==> config.mk <==
export PLATFORM = sky130hd
export DESIGN_NAME = biphasic_stim_pulse_sequencer_core
export DESIGN_NICKNAME = d
export VERILOG_FILES = /design/src/hdl/bsps_pkg.sv /design/src/hdl/biphasic_stim_pulse_sequencer_core.sv /design/src/hdl/bsps_cfg_regs.sv /design/src/hdl/bsps_engine.sv
export SDC_FILE = /design/constraint.sdc
export NUM_CORES = 1
export LEC_CHECK = 0
export BUFFER_PORTS_ARGS = -buffer_cell sky130_fd_sc_hd__buf_2
export CAP_MARGIN = 20
export CORE_MARGIN = 2
export CORE_UTILIZATION = 50
export DETAILED_ROUTE_END_ITERATION = 7
export GPL_TIMING_DRIVEN = 0
export MAX_ROUTING_LAYER = met4
export PLACE_DENSITY = 0.68
export SYNTH_ARGS = -nofsm -noshare
export SYNTH_HDL_FRONTEND = slang
export SYNTH_HIERARCHICAL = 1
export SYNTH_SLANG_ARGS = --single-unit
==> constraint.sdc <==
create_clock -name clk -period 10.38 [get_ports clk]
set_input_delay 2.076 -clock clk [delete_from_list [all_inputs] [get_ports clk]]
set_output_delay 2.076 -clock clk [all_outputs]
set_load 0.03 [all_outputs]
==> src/hdl/bsps_pkg.sv <==
package bsps_pkg;

  // Bridge phases, also the bridge_mode code on the result
  typedef enum logic [1:0] {
    PH_WAIT  = 2'd0,
    PH_FWD   = 2'd1,
    PH_REV   = 2'd2,
    PH_SHORT = 2'd3
  } phase_t;

  // Configuration register indexes
  localparam int CFG_IDX_W = 3;
  localparam logic [CFG_IDX_W-1:0] REG_DRIVE_LEN      = 3'd0;
  localparam logic [CFG_IDX_W-1:0] REG_CYCLE_LEN      = 3'd1;
  localparam logic [CFG_IDX_W-1:0] REG_LOW_THRESHOLD  = 3'd2;
  localparam logic [CFG_IDX_W-1:0] REG_CHECK_INTERVAL = 3'd3;
  localparam logic [CFG_IDX_W-1:0] REG_START_DELAY    = 3'd4;

  // Register defaults
  localparam logic [15:0] DRIVE_LEN_RST      = 16'd60;
  localparam logic [15:0] CYCLE_LEN_RST      = 16'd6692;
  localparam logic [9:0]  LOW_THRESHOLD_RST  = 10'd586;
  localparam logic [13:0] CHECK_INTERVAL_RST = 14'd10000;
  localparam logic [15:0] START_DELAY_RST    = 16'd5000;

  // LED settings
  localparam logic [15:0] LED_PERIOD_NORMAL = 16'd180;
  localparam logic [15:0] LED_DUTY_NORMAL   = 16'd1;
  localparam logic [15:0] LED_PERIOD_LOW    = 16'd24000;
  localparam logic [15:0] LED_DUTY_LOW      = 16'd2;

  localparam int TICKS_W = 17;

  typedef struct packed {
    logic       kind;
    logic [9:0] adc_value;
  } item_t;

  typedef struct packed {
    logic [1:0]  bridge_mode;
    logic        measure_pin;
    logic        adc_start;
    logic [15:0] led_period;
    logic [15:0] led_duty;
    logic        low_battery;
  } result_t;

  typedef struct packed {
    logic [15:0] drive_len;
    logic [15:0] cycle_len;
    logic [9:0]  low_voltage_threshold;
    logic [13:0] check_interval;
    logic [15:0] start_delay;
  } cfg_t;

  typedef struct packed {
    logic                 valid;
    logic [CFG_IDX_W-1:0] index;
    logic [15:0]          data;
  } cfg_write_t;

  // Jitter offsets, repeated cyclically over deeper tables
  localparam logic [10:0] JITTER_BASE [32] = '{
    11'd1137, 11'd938,  11'd23,   11'd674,  11'd324,  11'd1588, 11'd622,  11'd1057,
    11'd331,  11'd1203, 11'd525,  11'd1308, 11'd1378, 11'd1496, 11'd901,  11'd167,
    11'd457,  11'd1826, 11'd304,  11'd1651, 11'd1076, 11'd1992, 11'd156,  11'd885,
    11'd213,  11'd1923, 11'd9,    11'd1549, 11'd1634, 11'd1737, 11'd168,  11'd799
  };

  function automatic logic [10:0] jitter_offset(input logic [7:0] idx);
    return JITTER_BASE[idx[4:0]];
  endfunction

  // A zero length counts as one tick
  function automatic logic [TICKS_W-1:0] at_least_one(input logic [TICKS_W-1:0] v);
    return (v == '0) ? TICKS_W'(1) : v;
  endfunction

endpackage

==> src/hdl/biphasic_stim_pulse_sequencer_core.sv <==
// Biphasic stimulation pulse sequencer.
// Item channel (item_valid/item_stall/item): each beat is one timer tick
// (kind 0) or a finished supply conversion (kind 1, adc_value).
// Result channel (result_valid/result_stall/result): exactly one beat per
// item, giving bridge mode, measure pin, conversion request and LED setting.
// Config channel (cfg_valid/cfg_ready/cfg_index/cfg_data): cfg_ready is
// always high; write only while no item is in flight.
// Path: the item register loads at the accepting edge and the sequencer
// logic loads the result register from it once the result register is free,
// so result_stall can hold a beat between the two registers.
// Throughput is one item per cycle while result_stall is low, set by the
// per-item state update of the sequencer (phase timer, jitter index, pulse counter).
// When result_stall is high the result register holds; the item register
// keeps taking one more beat, then item_stall rises.
// Synchronous reset loads register defaults, opens the bridge and starts
// the start-delay count; both channels come out of reset empty.
module biphasic_stim_pulse_sequencer_core
  import bsps_pkg::*;
#(
  parameter int JITTER_DEPTH = 32
) (
  input  logic                 clk,
  input  logic                 rst,
  input  logic                 item_valid,
  output logic                 item_stall,
  input  item_t                item,
  output logic                 result_valid,
  input  logic                 result_stall,
  output result_t              result,
  input  logic                 cfg_valid,
  output logic                 cfg_ready,
  input  logic [CFG_IDX_W-1:0] cfg_index,
  input  logic [15:0]          cfg_data
);

  item_t              item_q;
  logic               item_q_valid;
  logic               out_free, advance, accept;
  cfg_write_t         wr;
  cfg_t               cfg;
  logic [TICKS_W-1:0] gap_base;
  result_t            res;

  assign cfg_ready = 1'b1;
  assign wr.valid  = cfg_valid && cfg_ready;
  assign wr.index  = cfg_index;
  assign wr.data   = cfg_data;

  assign out_free   = !result_valid || !result_stall;
  assign advance    = item_q_valid && out_free;
  assign item_stall = item_q_valid && !out_free;
  assign accept     = item_valid && !item_stall;

  // Hold the accepted beat
  always_ff @(posedge clk) begin
    if (rst) begin
      item_q_valid <= 1'b0;
    end else if (accept) begin
      item_q_valid <= 1'b1;
    end else if (advance) begin
      item_q_valid <= 1'b0;
    end
  end

  always_ff @(posedge clk) begin
    if (accept) begin
      item_q <= item;
    end
  end

  bsps_cfg_regs u_cfg (
    .clk      (clk),
    .rst      (rst),
    .wr       (wr),
    .cfg      (cfg),
    .gap_base (gap_base)
  );

  bsps_engine #(
    .JITTER_DEPTH (JITTER_DEPTH)
  ) u_engine (
    .clk      (clk),
    .rst      (rst),
    .advance  (advance),
    .item     (item_q),
    .cfg      (cfg),
    .gap_base (gap_base),
    .wr       (wr),
    .res      (res)
  );

  // Load the result register; drop valid once the beat is taken
  always_ff @(posedge clk) begin
    if (rst) begin
      result_valid <= 1'b0;
    end else if (advance) begin
      result_valid <= 1'b1;
    end else if (!result_stall) begin
      result_valid <= 1'b0;
    end
  end

  always_ff @(posedge clk) begin
    if (advance) begin
      result <= res;
    end
  end

endmodule

==> src/hdl/bsps_cfg_regs.sv <==
module bsps_cfg_regs
  import bsps_pkg::*;
(
  input  logic                clk,
  input  logic                rst,
  input  cfg_write_t          wr,
  output cfg_t                cfg,
  output logic [TICKS_W-1:0]  gap_base
);

  logic [TICKS_W-1:0] twice_width;

  // Take register writes
  always_ff @(posedge clk) begin
    if (rst) begin
      cfg.drive_len             <= DRIVE_LEN_RST;
      cfg.cycle_len             <= CYCLE_LEN_RST;
      cfg.low_voltage_threshold <= LOW_THRESHOLD_RST;
      cfg.check_interval        <= CHECK_INTERVAL_RST;
      cfg.start_delay           <= START_DELAY_RST;
    end else if (wr.valid) begin
      unique case (wr.index)
        REG_DRIVE_LEN:      cfg.drive_len             <= wr.data;
        REG_CYCLE_LEN:      cfg.cycle_len             <= wr.data;
        REG_LOW_THRESHOLD:  cfg.low_voltage_threshold <= wr.data[9:0];
        REG_CHECK_INTERVAL: cfg.check_interval        <= wr.data[13:0];
        REG_START_DELAY:    cfg.start_delay           <= wr.data;
        default: ;
      endcase
    end
  end

  // Gap before jitter: period minus both drive phases, floored at zero
  assign twice_width = {cfg.drive_len, 1'b0};
  assign gap_base = ({1'b0, cfg.cycle_len} > twice_width)
                    ? ({1'b0, cfg.cycle_len} - twice_width) : '0;

endmodule

==> src/hdl/bsps_engine.sv <==
module bsps_engine
  import bsps_pkg::*;
#(
  parameter int JITTER_DEPTH = 32
) (
  input  logic               clk,
  input  logic               rst,
  input  logic               advance,
  input  item_t              item,
  input  cfg_t               cfg,
  input  logic [TICKS_W-1:0] gap_base,
  input  cfg_write_t         wr,
  output result_t            res
);

  localparam int IDX_W = $clog2(JITTER_DEPTH);

  phase_t             phase, phase_next;
  logic [TICKS_W-1:0] ticks_left, ticks_left_next;
  logic [IDX_W-1:0]   jitter_index, jitter_index_next;
  logic [13:0]        pulse_count, pulse_count_next, pulse_inc;
  logic               battery_low_flag, battery_low_flag_next;
  logic               measure_level, measure_level_next;
  logic               adc_start;
  logic [TICKS_W-1:0] width_ticks, gap_ticks;

  assign width_ticks = at_least_one({1'b0, cfg.drive_len});
  assign gap_ticks   = at_least_one(gap_base + TICKS_W'(jitter_offset(8'(jitter_index))));
  assign pulse_inc   = pulse_count + 14'd1;

  // Work out the next state for one item
  always_comb begin
    phase_next            = phase;
    ticks_left_next       = ticks_left;
    jitter_index_next     = jitter_index;
    pulse_count_next      = pulse_count;
    battery_low_flag_next = battery_low_flag;
    measure_level_next    = measure_level;
    adc_start             = 1'b0;
    if (!item.kind) begin
      if (ticks_left > TICKS_W'(1)) begin
        ticks_left_next = ticks_left - TICKS_W'(1);
      end else begin
        unique case (phase)
          PH_WAIT, PH_SHORT: begin
            phase_next      = PH_FWD;
            ticks_left_next = width_ticks;
          end
          PH_FWD: begin
            phase_next      = PH_REV;
            ticks_left_next = width_ticks;
          end
          PH_REV: begin
            phase_next        = PH_SHORT;
            ticks_left_next   = gap_ticks;
            jitter_index_next = (jitter_index == IDX_W'(JITTER_DEPTH - 1))
                                ? '0 : jitter_index + IDX_W'(1);
            if (pulse_inc >= cfg.check_interval) begin
              pulse_count_next   = '0;
              measure_level_next = 1'b1;
              adc_start          = 1'b1;
            end else begin
              pulse_count_next = pulse_inc;
            end
          end
          default: ;
        endcase
      end
    end else begin
      battery_low_flag_next = item.adc_value < cfg.low_voltage_threshold;
      measure_level_next    = 1'b0;
    end
  end

  // Hold sequencer state; a start delay write during the start wait reloads the timer when no item advances
  always_ff @(posedge clk) begin
    if (rst) begin
      phase            <= PH_WAIT;
      ticks_left       <= {1'b0, START_DELAY_RST};
      jitter_index     <= '0;
      pulse_count      <= '0;
      battery_low_flag <= 1'b0;
      measure_level    <= 1'b0;
    end else if (advance) begin
      phase            <= phase_next;
      ticks_left       <= ticks_left_next;
      jitter_index     <= jitter_index_next;
      pulse_count      <= pulse_count_next;
      battery_low_flag <= battery_low_flag_next;
      measure_level    <= measure_level_next;
    end else if (wr.valid && wr.index == REG_START_DELAY && phase == PH_WAIT) begin
      ticks_left <= at_least_one({1'b0, wr.data});
    end
  end

  // Build the result from the updated state
  always_comb begin
    res.bridge_mode = phase_next;
    res.measure_pin = measure_level_next;
    res.adc_start   = adc_start;
    res.led_period  = battery_low_flag_next ? LED_PERIOD_LOW : LED_PERIOD_NORMAL;
    res.led_duty    = battery_low_flag_next ? LED_DUTY_LOW : LED_DUTY_NORMAL;
    res.low_battery = battery_low_flag_next;
  end

endmodule

* Word-level counts from Yosys, hierarchy flattened
Memories as Yosys holds them, arrays and structs flattened.
Index checks and enable logic that the tools add are counted.
** Storage, ports and cells
- Memory bits (read-only) :: 352
- Output and inout bits :: 40
- Register bits :: 146
- Memories kept :: 1
- Word-level logic and storage cells :: 99
- Input bits :: 35
** Memories
- (no name shown) :: words 32, bits a word 11, read ports 1, clocked after memory_dff 0, write ports 0, RTL line bsps_pkg.sv:71 : return JITTER_BASE[idx[4:0]];
** Cells by class
- Equality and inequality tests :: 10
- $lt $le $gt $ge :: 5
- $add $sub $neg :: 5
- Reduce and logical (&&, ||, !) cells :: 26
- Bitwise operators :: 4
- Mux-type cells :: 28
** Operators by type and width (count)
- $mux 17 :: 6
- $pmux 17 s2 :: 1
- $logic_not 16->1 :: 2
- $mux 16 :: 2
- $mux 11 :: 2
- $add 17x11->17 :: 1
- $gt 16x17->1 :: 1
- $gt 17x1->1 const B :: 1
- $logic_not 17->1 :: 1
- $sub 16x17->17 :: 1
- $sub 17x1->17 const B :: 1
- $mux 15 :: 1
- $add 14x1->14 const B :: 1
- $ge 14x14->1 :: 1
- $mux 14 :: 1
- $lt 10x10->1 :: 1
- $mux 1 :: 10
- $reduce_and 2->1 :: 5
- $eq 3x2->1 const B :: 2
- $ge 6x6->1 const B :: 1
- $mux 2 :: 3
- $not 5->6 :: 1
- $pmux 2 s3 :: 1
- $reduce_or 3->1 :: 2
- other kinds (18) :: 29

* Longest topological paths before layout
Gate-level depths: netlist of the first run.
- Depth after elaboration :: 11
- Mapped depth :: 19

* Hierarchy
Netlist of the first run, hierarchy kept.
** Modules (own cells, without submodules)
- bsps_engine :: instances 1, sequential area each 800.8 sq um, area each 5071.1 sq um, cells each 694
- bsps_cfg_regs :: instances 1, sequential area each 1441.4 sq um, area each 3474.6 sq um, cells each 438
- biphasic_stim_pulse_sequencer_core :: instances 1, sequential area each 1481.4 sq um, area each 1539.0 sq um, cells each 60

* Least setup slack after synthesis of the first run
Ideal clock, no wire load.
- Path kind :: input to register
- From :: input result_stall
- To :: register u_engine.ticks_left[0]
- Cell stages on the path :: 10
- Path buffers :: 2
- Library setup time :: 96 ps
- Arrival time :: 6786 ps
- Path slack :: 3498 ps
- Cell sequence :: a21boi_0 -> clkbuf_1 -> nor2b_1 -> a31o_2 -> clkbuf_1 -> nand2_1 -> nor4_1 -> nand4_1 -> a2111o_1 -> o41ai_2
** Between the ends
- Cells in the longest elaborated chain, start to end :: 5
** Ends and longest elaborated chain
- start: declaration :: RTL line biphasic_stim_pulse_sequencer_core.sv:28 : input logic result_stall,
- $logic_not 1->1 *
- $logic_or 1x1->1 * :: RTL line biphasic_stim_pulse_sequencer_core.sv:49 : assign out_free = !result_valid || !result_stall;
- $logic_and 1x1->1 * :: RTL line biphasic_stim_pulse_sequencer_core.sv:50 : assign advance = item_q_valid && out_free;
- $ne 2x2->1 (no source line) / $reduce_bool 2->1 (equally long branches)
- $reduce_and 2->1 (no source line)
- end signal: assignment :: RTL line bsps_engine.sv:79 : ticks_left <= {1'b0, START_DELAY_RST};
- end signal: assignment :: RTL line bsps_engine.sv:86 : ticks_left <= ticks_left_next;
- end signal: assignment :: RTL line bsps_engine.sv:92 : ticks_left <= at_least_one({1'b0, wr.data});
- end: declaration :: RTL line bsps_engine.sv:19 : logic [TICKS_W-1:0] ticks_left, ticks_left_next;
Mark *: on every way between the ends. The rest lies on a longest branch, timed or not.
A chain may end at the register's enable or synchronous reset.

* Worst setup path in the final report of the first run
- From :: input result_stall
- To :: register u_engine.ticks_left[0]
** Between the ends
- Cells in the longest elaborated chain, start to end :: 5
** Ends and longest elaborated chain
- $logic_not 1->1 *
- $logic_or 1x1->1 * :: RTL line biphasic_stim_pulse_sequencer_core.sv:49
- $logic_and 1x1->1 * :: RTL line biphasic_stim_pulse_sequencer_core.sv:50
- via advance :: RTL line biphasic_stim_pulse_sequencer_core.sv:38 : logic out_free, advance, accept;
- $ne 2x2->1 (no source line) / $reduce_bool 2->1 (equally long branches)
- $reduce_and 2->1 (no source line)
Mark *: on every way through the listed nets, which the timed path passes. The rest lies on a longest branch.

==> impl.org, run 1 <==
** STA
- Final clock period utilization by the worst path :: 48.7%
- Between clock sinks in the finished design, the worst skew comes to 9.47 ps.
- Headroom to the max-slew limit came out at 42.6%.
- Post-route minimum period :: 5060 ps
- Final Setup Violations :: 0
- Setup repair after global routing left no endpoint under its margin.
- Sum of negative setup slack :: 0 ps
- For the pin with the worst max-slew slack, the measured transition is 852 ps.
- The final count of pins violating max slew came to 0.
- Derived from the worst setup path, the maximum achievable clock frequency is 198 MHz.
- The final count of hold timing violations was 0.

** Global routing
- After global routing the overflow that remains totals 0.
- Entering global routing, the biggest net connects 27 pins.
- The number of global-route vias before repair was 8114.
- In the global route stage, overall resource usage came out at 28.2%.
- The number of antenna violations at the first check in global routing came to 0.
- Global-route wire length before repair :: 42900 microns

** Floorplanning
- For this configuration, the core starts out at a cell density of 50.9%.
- Chip Height :: 142 microns
- The die covers 20200 sq um.
- In this run the count of I/O pins placed on the die edge is 75.
- Total number of placement rows :: 50
- Die X :: 142 microns
- Core area :: 18700 sq um

** Finish
- Counting the fill cells in the layout gives 1707.
- Finished Core Util :: 58.7%
- Post-route insts no fill :: 1482
- Count of inserted antenna diode cells :: 0
- Across the whole layout, storage elements account for 3400 sq um.
- Multi-input logic area :: 5440 sq um
- Proportion of layout cells with a drive suffix above 1 :: 14.3%
- Area overhead of the layout relative to synthesis :: 15.3%
- Number of nets in the final layout :: 1336

** Worst setup path
- In this run the worst setup path begins at result_stall.
- Required time at the endpoint of the critical path :: 10710 ps
- Start-to-end type of the worst setup path :: in2reg
- At the worst endpoint, the arrival time is 5390 ps.
- Setup crit end kind :: flip-flop
- Reg-to-Reg Start :: u_cfg/cfg[41]
- Biggest fanout along the worst timing path :: 13
- The worst setup path is launched from an input pin.

** Power and ir drop
- The worst-case IR drop observed on VDD is 0.000159 V.
- Power Density :: 143 nW/um^2
- Static Leak :: 4.46 nW

** Routing
- Final wirelength :: 26900 microns
- After detailed routing, the average wire length per cell comes to 18.2 microns.
- Via count :: 8529
- After the first detailed-routing iteration, the DRC count stood at 735.
- Drc violations :: 0
- The count of nets left with antenna violations once routing finished came out at 0.
- TritonRoute pass-1 iters :: 7
- After detailed routing, the number of vias per cell comes to 5.76.

** Min path
- Hold path startpoint :: u_cfg/cfg[21]
- Worst hold-check path type :: reg2reg

** CTS
- Once the clock tree was built, the resizer swapped 0 gates to a different size.
- CTS buffer count :: 17
- In this run the clock root is driven by a sky130_fd_sc_hd__clkbuf_16.
- Clock latency on the worst-skew pair, taken at its later pin, is 420 ps.
- The clock tree synthesis step divided the H-tree into 4 levels.
- CTS tree :: done
- Deepest clock path buffer count :: 2
- The clock drives 146 sinks.
- Clock-pin slew was measured on the worst setup and hold paths at 60 ps.
- Quantity of hold-fixing buffers added after cts :: 0
- Post-CTS setup buffers :: 0

** Logic synthesis
- Synthesis handed over a netlist of 1123 instances.
- The mapped netlist covers 9530 sq um.
- Syn. warnings :: 6
- Averaged over all synthesized cells, the footprint is 8.49 sq um.

** Outcome
- Run status :: finished, final reports clean

** Place
- In this run, placement finished with an instance count of 1450.
- Routability-driven placement congestion ratio :: 0.967
- Count of input and output buffers :: 73
- After legalization and detailed placement, the total HPWL measured 19800 microns.

** Flow run
- Max Cap Violations :: 0
==> critical path: stages <==
cell	delay, ps
sky130_fd_sc_hd__buf_2	130
sky130_fd_sc_hd__a21boi_4	450
sky130_fd_sc_hd__clkbuf_1	410
sky130_fd_sc_hd__nor2b_1	570
sky130_fd_sc_hd__a31o_2	180
sky130_fd_sc_hd__clkbuf_1	440
sky130_fd_sc_hd__nand2_1	100
sky130_fd_sc_hd__nor4_1	250
sky130_fd_sc_hd__nand4_1	160
sky130_fd_sc_hd__a2111o_1	420
sky130_fd_sc_hd__o41ai_2	180
==> metal layers <==
layer | vias up | part of all wire, % | GRT usage, %
met5 | - | 0 | -
met4 | 0 | 1.9 | 9.47
met3 | 39 | 8.6 | 6.90
met2 | 315 | 46 | 43.8
met1 | 3999 | 43 | 36.2
li1 | 4176 | - | -
==> stage by stage <==
| stage | hold slack [ps] | instance area, sq um | total power, W | setup slack, ps |
|---|---|---|---|---|
| final | 455 | 11000 | 0.00157 | 5320 |
| after global routing | 478 | 11000 | 0.00163 | 5190 |
| after CTS | 456 | 11000 | 0.00157 | 5450 |
| after detailed placement | 448 | 10300 | 0.000878 | 5000 |
| after global placement | 439 | 10300 | 0.000875 | 1510 |
| after floorplan | 426 | 9600 | 0.000805 | 3500 |
==> state kept, by name, summed over array words and instances, names as in the netlist <==
name,cells
item_q,11
result,37
u_engine/ticks_left,17
u_engine/pulse_count,14
u_engine/jitter_index,5
u_engine/phase,2
result_valid,1
u_engine/battery_low_flag,1
item_q_valid,1
u_engine/measure_level,1
u_cfg/cfg,56
==> path summary, 6_finish.rpt <==
check | cells after the start | endpoint | slack (ps)
worst min register to register | 2 | u_cfg/cfg[21] | 460
worst max-delay path | 11 | u_engine/ticks_left[0] | 5320
worst min-delay path | 2 | u_cfg/cfg[21] | 460
worst max register to register | 17 | u_engine/ticks_left[0] | 5510
==> area by class of cell <==
type / instances / area share, %
repair buffers: 74 / 3.58
flip-flops and latches: 146 / 31.0
multi-input cells: 833 / 49.5
clock buffers: 24 / 5.08
inverters: 66 / 2.26
clock inverters: 8 / 1.17
well taps: 234 / 2.67
plain buffers: 97 / 4.78
==> report_power, final <==
| part | total, W | leakage, nW | internal (W) | switching, W |
|---|---|---|---|---|
| sequential | 0.000625 | 1.25 | 0.000613 | 0.0000124 |
| clock | 0.000699 | 0.333 | 0.000453 | 0.000246 |
| combinational | 0.000247 | 2.88 | 0.0000924 | 0.000155 |
| total | 0.00157 | 4.46 | 0.00116 | 0.000414 |
==> cells in the final DEF, fill, tap and decap left out, types with 22 or more instances in the layout <==
cell,count
sky130_fd_sc_hd__a21oi_1,97
sky130_fd_sc_hd__inv_1,66
sky130_fd_sc_hd__buf_2,79
sky130_fd_sc_hd__ha_1,64
sky130_fd_sc_hd__o21ai_0,53
sky130_fd_sc_hd__nand3_1,31
sky130_fd_sc_hd__dfxtp_1,98
sky130_fd_sc_hd__conb_1,22
sky130_fd_sc_hd__xnor2_1,26
sky130_fd_sc_hd__clkbuf_1,52
sky130_fd_sc_hd__clkbuf_16,22
sky130_fd_sc_hd__nor2_1,76
sky130_fd_sc_hd__nand2_1,145
sky130_fd_sc_hd__buf_4,35
sky130_fd_sc_hd__edfxtp_1,48
(Power assumes the default switching activity.)
==> run 2: changes to the inputs <==
==> constraint.sdc (replaced) <==
create_clock -name clk -period 4.8 [get_ports clk]
set_input_delay 0.96 -clock clk [delete_from_list [all_inputs] [get_ports clk]]
set_output_delay 0.96 -clock clk [all_outputs]
set_load 0.03 [all_outputs]
==> impl.org, run 2 (synthesis gave the netlist of run 1 again) <==
** Outcome
- Run status :: finished, final reports clean

** Global routing
- The total global-route track usage is 27.9% (-0.34 points).
- Pin count of the biggest net entering global routing :: 28 (+3.7%)
- Grt ovf :: 0 (unchanged)
- Via count of the first global-routing pass :: 8121 (+0.086%)
- Global-route wire length before repair :: 42600 microns (-0.66%)
- Number of antenna violations at the first check in global routing :: 0 (unchanged)

** STA
- The summed negative setup slack over all endpoints came to 0 ps (unchanged).
- Worst max-slew margin expressed relative to the limit :: 32.1% (-10 points)
- Number of hold violations in the final report :: 0 (unchanged)
- Fmax achieved :: 214 MHz
- Slew @ Worst Pin :: 1010 ps (+155 ps)
- The final number of setup-violating endpoints is 0 (unchanged).
- Worst hold slack across all endpoints :: 450 ps (-4.59 ps)
- The worst setup margin is 119 ps (-5200 ps).
- After layout, the minimum clock period comes to 4680 ps.
- Final clock period utilization by the worst path :: 97.5%
- The final count of pins violating max slew was 0 (unchanged).
- Setup skew after layout :: 11.3 ps (+1.82 ps)

** Worst setup path
- The worst setup path is launched from a flip-flop.
- Biggest fanout along the worst timing path :: 10 (-3)
- Critical path arrival :: 5000 ps (-390 ps)
- Required time at the endpoint of the critical path :: 5120 ps (-5590 ps)
- The worst setup path is of the reg2reg kind.
- Setup crit end kind :: flip-flop

** CTS
- Number of H-tree branching levels :: 4 (unchanged)
- The sink count of the clock tree came to 146 (unchanged).
- The clock-pin slew of the registers on the worst-case setup and hold paths is 60 ps (about the same).
- Deepest clock path buffer count :: 2 (unchanged)
- Insertion delay to the later sink of the worst-skew pair :: 420 ps (about the same)
- CTS tree :: done
- The number of clock buffers inserted by TritonCTS came to 17 (unchanged).
- Clk root buf :: sky130_fd_sc_hd__clkbuf_16

** Finish
- In the layout the commonest cells are sky130_fd_sc_hd__nand2_1 (145), sky130_fd_sc_hd__dfxtp_1 (98), sky130_fd_sc_hd__a21oi_1 (95), sky130_fd_sc_hd__buf_2 (79), sky130_fd_sc_hd__nor2_1 (75).
- Proportion of layout cells with a drive suffix above 1 :: 15.7% (+1.3 points)
- The largest registers in the layout are u_cfg/cfg (56), result (37), u_engine/ticks_left (17).
- The number of flip-flops under the largest register name was 56 (unchanged).
- The final-stage net count was 1339 (+0.22%).
- Most flops, register :: u_cfg/cfg
- The final antenna diode count was 0 (unchanged).
- Finished Core Util :: 58.7% (about the same)
- Area overhead of the layout relative to synthesis :: 15.2% (about the same)
- The library cell used most frequently in the layout, excluding fill and tap cells, is sky130_fd_sc_hd__nand2_1.
- Fin area :: 11000 sq um (about the same)

** Floorplanning
- Total number of placement rows :: 50 (unchanged)
- The starting utilization of the core area was 50.9% (unchanged).
- The core box area was 18700 sq um (unchanged).
- Overall die area :: 20200 sq um (unchanged)
- Chip Height :: 142 microns (unchanged)
- Number of ports placed on the die boundary :: 75 (unchanged)
- The x dimension of the die is 142 microns (unchanged).

** Power and ir drop
- The worst vdd rail ir drop was 0.000311 V (+96%).
- The total leakage power was 4.46 nW (about the same).
- The power density over cell area came to 296 nW/um^2 (+110%).

** Routing
- The remaining antenna violation count is 0 (unchanged).
- The first-iteration detailed-routing DRC count came to 758 (+3.1%).
- The aggregate routed wire length was 27100 microns (+0.78%).
- TritonRoute pass-1 iters :: 6 (-1)
- The average routed wire per standard cell was 18.3 microns (+0.58%).
- The via count came to 8680 (+1.8%).
- The DRC violation count after routing was 0 (unchanged).
- The per-cell via count in the routed design came to 5.85 (+1.6%).

** Place
- The instance area at placement was 10300 sq um (about the same).
- The setup slack at placement is 94.9 ps (-4900 ps).
- The HPWL after detailed placement came to 20000 microns (+0.69%).
- Count of input and output buffers :: 73 (unchanged)
- The placer congestion estimate is 0.958 (-0.93%).

** Flow run
- Max Cap Violations :: 0 (unchanged)

** Min path
- The path class of the tightest hold or removal check is reg2reg.
==> run 2: what timing repair did <==
action	in CTS	in global routing
gates resized for setup	0	13
buffers inserted	0	4
hold buffers	0	0
endpoints found under the setup margin	0	4
==> run 2: path summary, 6_finish.rpt <==
kind | endpoint | start | slack, ps | cells after the start
worst max-delay path | u_engine/ticks_left[16] | u_cfg/cfg[41] | 120 | 20
worst min-delay path | u_engine/measure_level | u_engine/measure_level | 450 | 2
worst max register to register | u_engine/ticks_left[16] | u_cfg/cfg[41] | 120 | 20
worst min register to register | u_engine/measure_level | u_engine/measure_level | 450 | 2
==> run 2: metrics by stage <==
step                      power [W]  std cells
after global placement      0.00189       1449
after floorplan             0.00174       1142
after global routing        0.00337       1485
final                       0.00325       1485
after detailed placement    0.00190       1450
after CTS                   0.00324       1482
==> run 2: final cells by class <==
cell class	instances	area [sq um]
Timing Repair Buffer	78	415
Clock inverter	11	116
Inverter	66	248
Tap cell	234	293
Multi-Input combinational cell	833	5490
Sequential cell	146	3400
Clock buffer	21	493
Buffer	96	522
Fill cell	1667	7730
==> run 2: power breakdown <==
part	switching, W	total (W)	internal [W]
Clock	0.000542	0.00134	0.000801
Combinational	0.000342	0.000549	0.000208
Sequential	0.0000271	0.00135	0.00132
==> run 2: routing by layer <==
| layer | up-vias | share of wire [%] | global-route usage [%] |
|---|---|---|---|
| met2 | 354 | 46 | 44.4 |
| met1 | 4093 | 43 | 35.2 |
| li1 | 4175 | - | - |
| met4 | 0 | 2.5 | 8.95 |
| met3 | 58 | 8.5 | 6.49 |
| met5 | - | 0 | - |
==> run 2: worst max-delay path, stage by stage, from the launching register on <==
cell and delay (ps):
sky130_fd_sc_hd__dfxtp_1 340, sky130_fd_sc_hd__inv_1 60, sky130_fd_sc_hd__ha_1 230, sky130_fd_sc_hd__fa_1 380
sky130_fd_sc_hd__and2b_1 270, sky130_fd_sc_hd__o31a_1 270, sky130_fd_sc_hd__o21ai_2 110, sky130_fd_sc_hd__a211oi_4 280
sky130_fd_sc_hd__a21boi_4 160, sky130_fd_sc_hd__buf_6 180, sky130_fd_sc_hd__nor2_2 190, sky130_fd_sc_hd__inv_1 100
sky130_fd_sc_hd__fa_2 430, sky130_fd_sc_hd__nor2b_1 170, sky130_fd_sc_hd__o31a_1 250, sky130_fd_sc_hd__o211ai_1 150
sky130_fd_sc_hd__buf_4 170, sky130_fd_sc_hd__a21oi_1 150, sky130_fd_sc_hd__xnor2_1 180, sky130_fd_sc_hd__o31a_1 300
sky130_fd_sc_hd__o41ai_1 210
